`config.mk`:
```
export PLATFORM = sky130hd
export DESIGN_NAME = gsqm_front
export DESIGN_NICKNAME = d
export VERILOG_FILES = /design/src/gsqm_pkg.sv /design/src/gsqm_front.sv
export SDC_FILE = /design/constraint.sdc
export NUM_CORES = 1
export LEC_CHECK = 0
export BUFFER_PORTS_ARGS = -buffer_cell sky130_fd_sc_hd__buf_2
export CAP_MARGIN = 20
export CORE_MARGIN = 2
export CORE_UTILIZATION = 40
export CTS_BUF_LIST = sky130_fd_sc_hd__clkbuf_8
export DETAILED_ROUTE_END_ITERATION = 12
export PLACE_DENSITY = 0.61
export SLEW_MARGIN = 0
export SYNTH_ARGS = -nofsm -noshare
export SYNTH_HDL_FRONTEND = slang
export SYNTH_SLANG_ARGS = --single-unit
```
`constraint.sdc`:
```
create_clock -name clk -period 3.3 [get_ports clk]
set_clock_uncertainty 0.05 [all_clocks]
set_input_delay 0.495 -clock clk [delete_from_list [all_inputs] [get_ports clk]]
set_output_delay 0.495 -clock clk [all_outputs]
set_load 0.02 [all_outputs]
```
`src/gsqm_pkg.sv`:
```
// Package with shared types, constants and codes for the signal quality monitor.
`timescale 1ns / 1ps
package gsqm_pkg;

  localparam int WINDOW_DEFAULT = 300;
  localparam int TIMER_W = 22;
  localparam logic [TIMER_W-1:0] TIMER_MAX = {TIMER_W{1'b1}};
  localparam int CFG_IDX_W = 3;
  localparam int CFG_DATA_W = 22;

  // Register indexes of the configuration port.
  localparam logic [CFG_IDX_W-1:0] REG_CNO_LIMIT = 3'd0;
  localparam logic [CFG_IDX_W-1:0] REG_AGC_LIMIT = 3'd1;
  localparam logic [CFG_IDX_W-1:0] REG_JAM_TRIGGER = 3'd2;
  localparam logic [CFG_IDX_W-1:0] REG_FILTER_MS = 3'd3;
  localparam logic [CFG_IDX_W-1:0] REG_GRACE_MS = 3'd4;
  localparam logic [CFG_IDX_W-1:0] REG_AGC_CHECKS = 3'd5;
  localparam logic [CFG_IDX_W-1:0] REG_RECORD = 3'd6;
  localparam logic [CFG_IDX_W-1:0] REG_ANALYSIS = 3'd7;

  // Item operation codes.
  localparam logic [1:0] OP_SAMPLE = 2'd0;
  localparam logic [1:0] OP_TICK = 2'd1;
  localparam logic [1:0] OP_INC_START = 2'd2;
  localparam logic [1:0] OP_INC_END = 2'd3;

  // One item as it travels from the front to the back through the queue.
  typedef struct packed {
    logic [1:0] opcode;
    logic [7:0] cno;
    logic signed [7:0] agc;
    logic signed [8:0] jam_level;
    logic fix_valid;
  } item_t;

  typedef enum logic [2:0] {
    ST_IDLE,
    ST_PUSH_RD,
    ST_PUSH_WR,
    ST_DIV,
    ST_CHECK,
    ST_OUT
  } back_state_t;

endpackage

```
`src/gsqm_front.sv`:
```
// Front part: accepts items into a short queue for the back part.
`timescale 1ns / 1ps
module gsqm_front (
  input  logic clk,
  input  logic rst,
  input  logic in_valid,
  output logic in_stall,
  input  gsqm_pkg::item_t in_item,
  output logic q_valid,
  input  logic q_take,
  output gsqm_pkg::item_t q_item
);

  localparam int QDEPTH = 2;

  gsqm_pkg::item_t slots [QDEPTH];
  logic wr_ptr;
  logic rd_ptr;
  logic [1:0] fill;
  logic push;
  logic pop;

  assign in_stall = (fill == 2'(QDEPTH));
  assign push = in_valid && !in_stall;
  assign pop = q_take && q_valid;
  assign q_valid = (fill != 2'd0);
  assign q_item = slots[rd_ptr];

  // Queue pointers and fill count.
  always_ff @(posedge clk) begin
    if (rst) begin
      wr_ptr <= 1'b0;
      rd_ptr <= 1'b0;
      fill <= 2'd0;
    end else begin
      if (push) wr_ptr <= ~wr_ptr;
      if (pop) rd_ptr <= ~rd_ptr;
      fill <= fill + 2'(push) - 2'(pop);
    end
  end

  // Queue storage.
  always_ff @(posedge clk) begin
    if (push) slots[wr_ptr] <= in_item;
  end

endmodule

```
==> impl_metrics.py <==
metrics = {
    "drt": {
        "viasPerCell": 4.59,
        "final_antenna_net_count": 0,
        "vias": 1198,
        "drtIter0Drc": 47,
        "routed-wl-met2_um": 1980,
        "top_layer_used": "met4",
        "first_pass_iters": 5,
        "met1Wirelength_um": 1500,
        "drc": 0,
        "wl_per_cell_um": 14.4,
        "met3_length_um": 207,
        "drt-total-wl_um": 3770,
    },
    "synth": {
        "synth_top_family_by_area": "multiplexers",
        "ys_warn_count": 0,
        "synth_seq_cells": 61,
        "avgSynthCellArea_sq_um": 20.0,
        "synth_edf_count": 56,
        "yosys.area.top_type": "edfxtp_1",
        "synth_xor_area_share_pct": 1.16,
        "synth_top_area_share_pct": 74.4,
        "synth-simple-area-share_pct": 2.21,
        "synthAdderAreaFrac_pct": 1.11,
        "synth_compound_area_share_pct": 0.831,
        "synth.top_cells.by_area": "edfxtp_1, mux2_1, dfxtp_1",
        "syn-num-nets": 147,
        "yosysSeqAreaShare_pct": 78.8,
        "synth_ff_type": "edfxtp_1",
        "syn_inst": 113,
        "netlist_area_sq_um": 2260,
        "async_flop_share_pct": 0,
        "ys_types": 20,
        "muxShareOfSynthArea_pct": 14.0,
    },
    "timing": {
        "setup_viol": 0,
        "rsz0062_at_grt": "false",
        "fin_crit_sh_pct": 72.0,
        "slew_viol_final": 0,
        "post-route-min-period_ns": 2.38,
        "worst_pin_slew_ns": 0.657,
        "maxSlewHeadroom_pct": 56.2,
        "tns_ns": 0,
        "hold_viol_final": 0,
        "fmax_mhz": 421,
        "worst_slack_ns": 0.922,
    },
    "critical_path": {
        "crit_buf_inv": 2,
        "critPathMaxFanout": 18,
        "path_cells": "buf_4 > mux2_1 > buf_2",
        "worst_r2r_startpoint": "fill[0]$_SDFF_PP0_",
        "crit_path_start_kind": "flop",
        "crit_type": "flop to output port",
        "worstPathArrival_ns": 1.83,
        "crit_end": "q_item[21]",
        "cp_slowest_stage_delay_ns": 0.62,
        "cp.required_ns": 2.75,
        "cp_top_family": "flip-flops",
        "cp_slowest_cell": "dfxtp_1",
        "r2r_end": "slots[0][26]$_DFFE_PP_",
        "rr_worst_depth": 5,
        "worst-path-stages": 3,
        "rrSetupSlack_ns": 1.59,
        "critPathCaptureType": "output port",
    },
    "pwr": {
        "p_total_mw": 2.10,
        "swShare_pct": 29.7,
        "vdd_drop_max_uv": 336,
        "p_per_area_nw_per_um2": 748,
        "p_sw_mw": 0.624,
        "p_seq_share_pct": 47.9,
        "p_leak_nw": 1.11,
        "pwr-share-clk_pct": 26.0,
        "comb_power_share_pct": 26.1,
        "internal-power_mw": 1.48,
    },
    "die": {
        "fp.coreArea_sq_um": 5470,
        "rows": 27,
        "fp.dieW_um": 79.2,
        "initial_core_util_pct": 41.3,
        "top_level_ports": 62,
        "fp.dieH_um": 79.2,
        "dieArea_sq_um": 6270,
    },
    "cts": {
        "numClockSinks": 61,
        "clk_path_buf_depth": 2,
        "h-tree-depth": 3,
        "cts_resized": 0,
        "hold_buffers": 0,
        "clock_latency_ns": 0.31,
        "cts_tree": "yes",
        "cts_inserted_buffers": 9,
        "post-cts-setup-buffer-count": 0,
        "cts_root_buf": "clkbuf_8",
        "cts.clk_slew.worst_paths_ns": 0.06,
    },
    "worst_hold_path": {
        "min_path_type": "input pin to flop",
        "hp-start": "in_item[13]",
    },
    "global_routing": {
        "first_global_vias": 1235,
        "grt_pass1_wl_um": 5640,
        "overflow": 0,
        "grt.total_usage_pct": 12.5,
        "antenna_found_initial": 0,
        "grt_start_max_net_pins": 29,
    },
    "finish": {
        "final_common_cell": "buf_2",
        "fillers": 480,
        "layout_common_cells": "buf_2, edfxtp_1, mux2_1",
        "design_area_sq_um": 2810,
        "syn_to_final_growth_pct": 24.5,
        "diodes": 0,
        "layoutNonFillerInstCount": 261,
        "drive_gt1_share_pct": 42.3,
        "fin_nets": 218,
    },
    "placement": {
        "io_buffer_count": 61,
        "post-place-ws_ns": 1.21,
        "place_area_sq_um": 2640,
        "dp_hpwl_um": 2560,
        "placedCellCount": 245,
        "gp_congestion": 0.666,
    },
    "job": {
        "max-cap-violations": 0,
    },
    "run_status": {
        "status": "complete, no violations",
    },
}
-- per-layer routing --
layer	up-vias	global-route usage (%)
met5	-	0
met4	0	7.76
met3	9	3.75
met2	36	22.0
met1	582	13.0
li1	571	-
-- synthesized netlist by cell type, drive strengths merged, types with 2 or more instances --
master   n
edfxtp  56
inv      4
xnor2    2
mux2    28
ha       2
dfxtp    5
nor2     3
buf      3
-- stage by stage --
step | hold slack, ns | util (%)
2_1_floorplan | 0.401 | -
3_3_place_gp | 0.417 | 48.3
3_5_place_dp | 0.435 | 48.3
4_1_cts | 0.294 | 51.4
5_1_grt | 0.300 | 51.4
6_report | 0.315 | 51.4
-- how the worst min path moves through the flow --
| stage | end | slack, ns | cells after the start |
|---|---|---|---|
| after global placement | wr_ptr$_SDFFE_PP0N_ | 0.42 | 2 |
| after CTS | slots[0][10]$_DFFE_PP_ | 0.29 | 1 |
| after detailed placement | wr_ptr$_SDFFE_PP0N_ | 0.44 | 2 |
| after global routing | slots[1][11]$_DFFE_PP_ | 0.30 | 1 |
| final | slots[1][13]$_DFFE_PP_ | 0.31 | 1 |
| after floorplan | wr_ptr$_SDFFE_PP0N_ | 0.40 | 2 |
-- power groups by stage --
stage | logic (mW) | clock network (mW) | registers, mW
final | 0.549 | 0.547 | 1.01
after global routing | 0.597 | 0.599 | 1.02
after CTS | 0.560 | 0.570 | 1.01
after detailed placement | 0.558 | 0 | 1.03
after global placement | 0.545 | 0 | 1.02
after floorplan | 0.407 | 0 | 0.999
-- logic make-up (layout without fill, tap and decap cells) --
family                     after synthesis  after routing
buffers and inverters                    7             83
xor gates and xnor gates                 3              3
adders and majority gates                2              2
and+or+nand+nor                          9              9
muxes                                   28             28
DFF                                     61             61
AOI/OAI and AO/OA                        3              3
-- layout make-up --
class | instances | area (sq um) | share of cell area [%]
Clock inverter | 5 | 20.0 | 0.711
Timing Repair Buffer | 63 | 320 | 11.4
Sequential cell | 61 | 1780 | 63.3
Clock buffer | 11 | 151 | 5.38
Tap cell | 72 | 90.1 | 3.20
Multi-Input combinational cell | 45 | 435 | 15.5
Inverter | 4 | 15.0 | 0.534
-- flip-flops by register name, indices dropped and copies added (netlist names), named ones only --
register / count
rd_ptr: 1
fill: 2
slots: 56
wr_ptr: 1
Power figures use the tool's default switching activity.
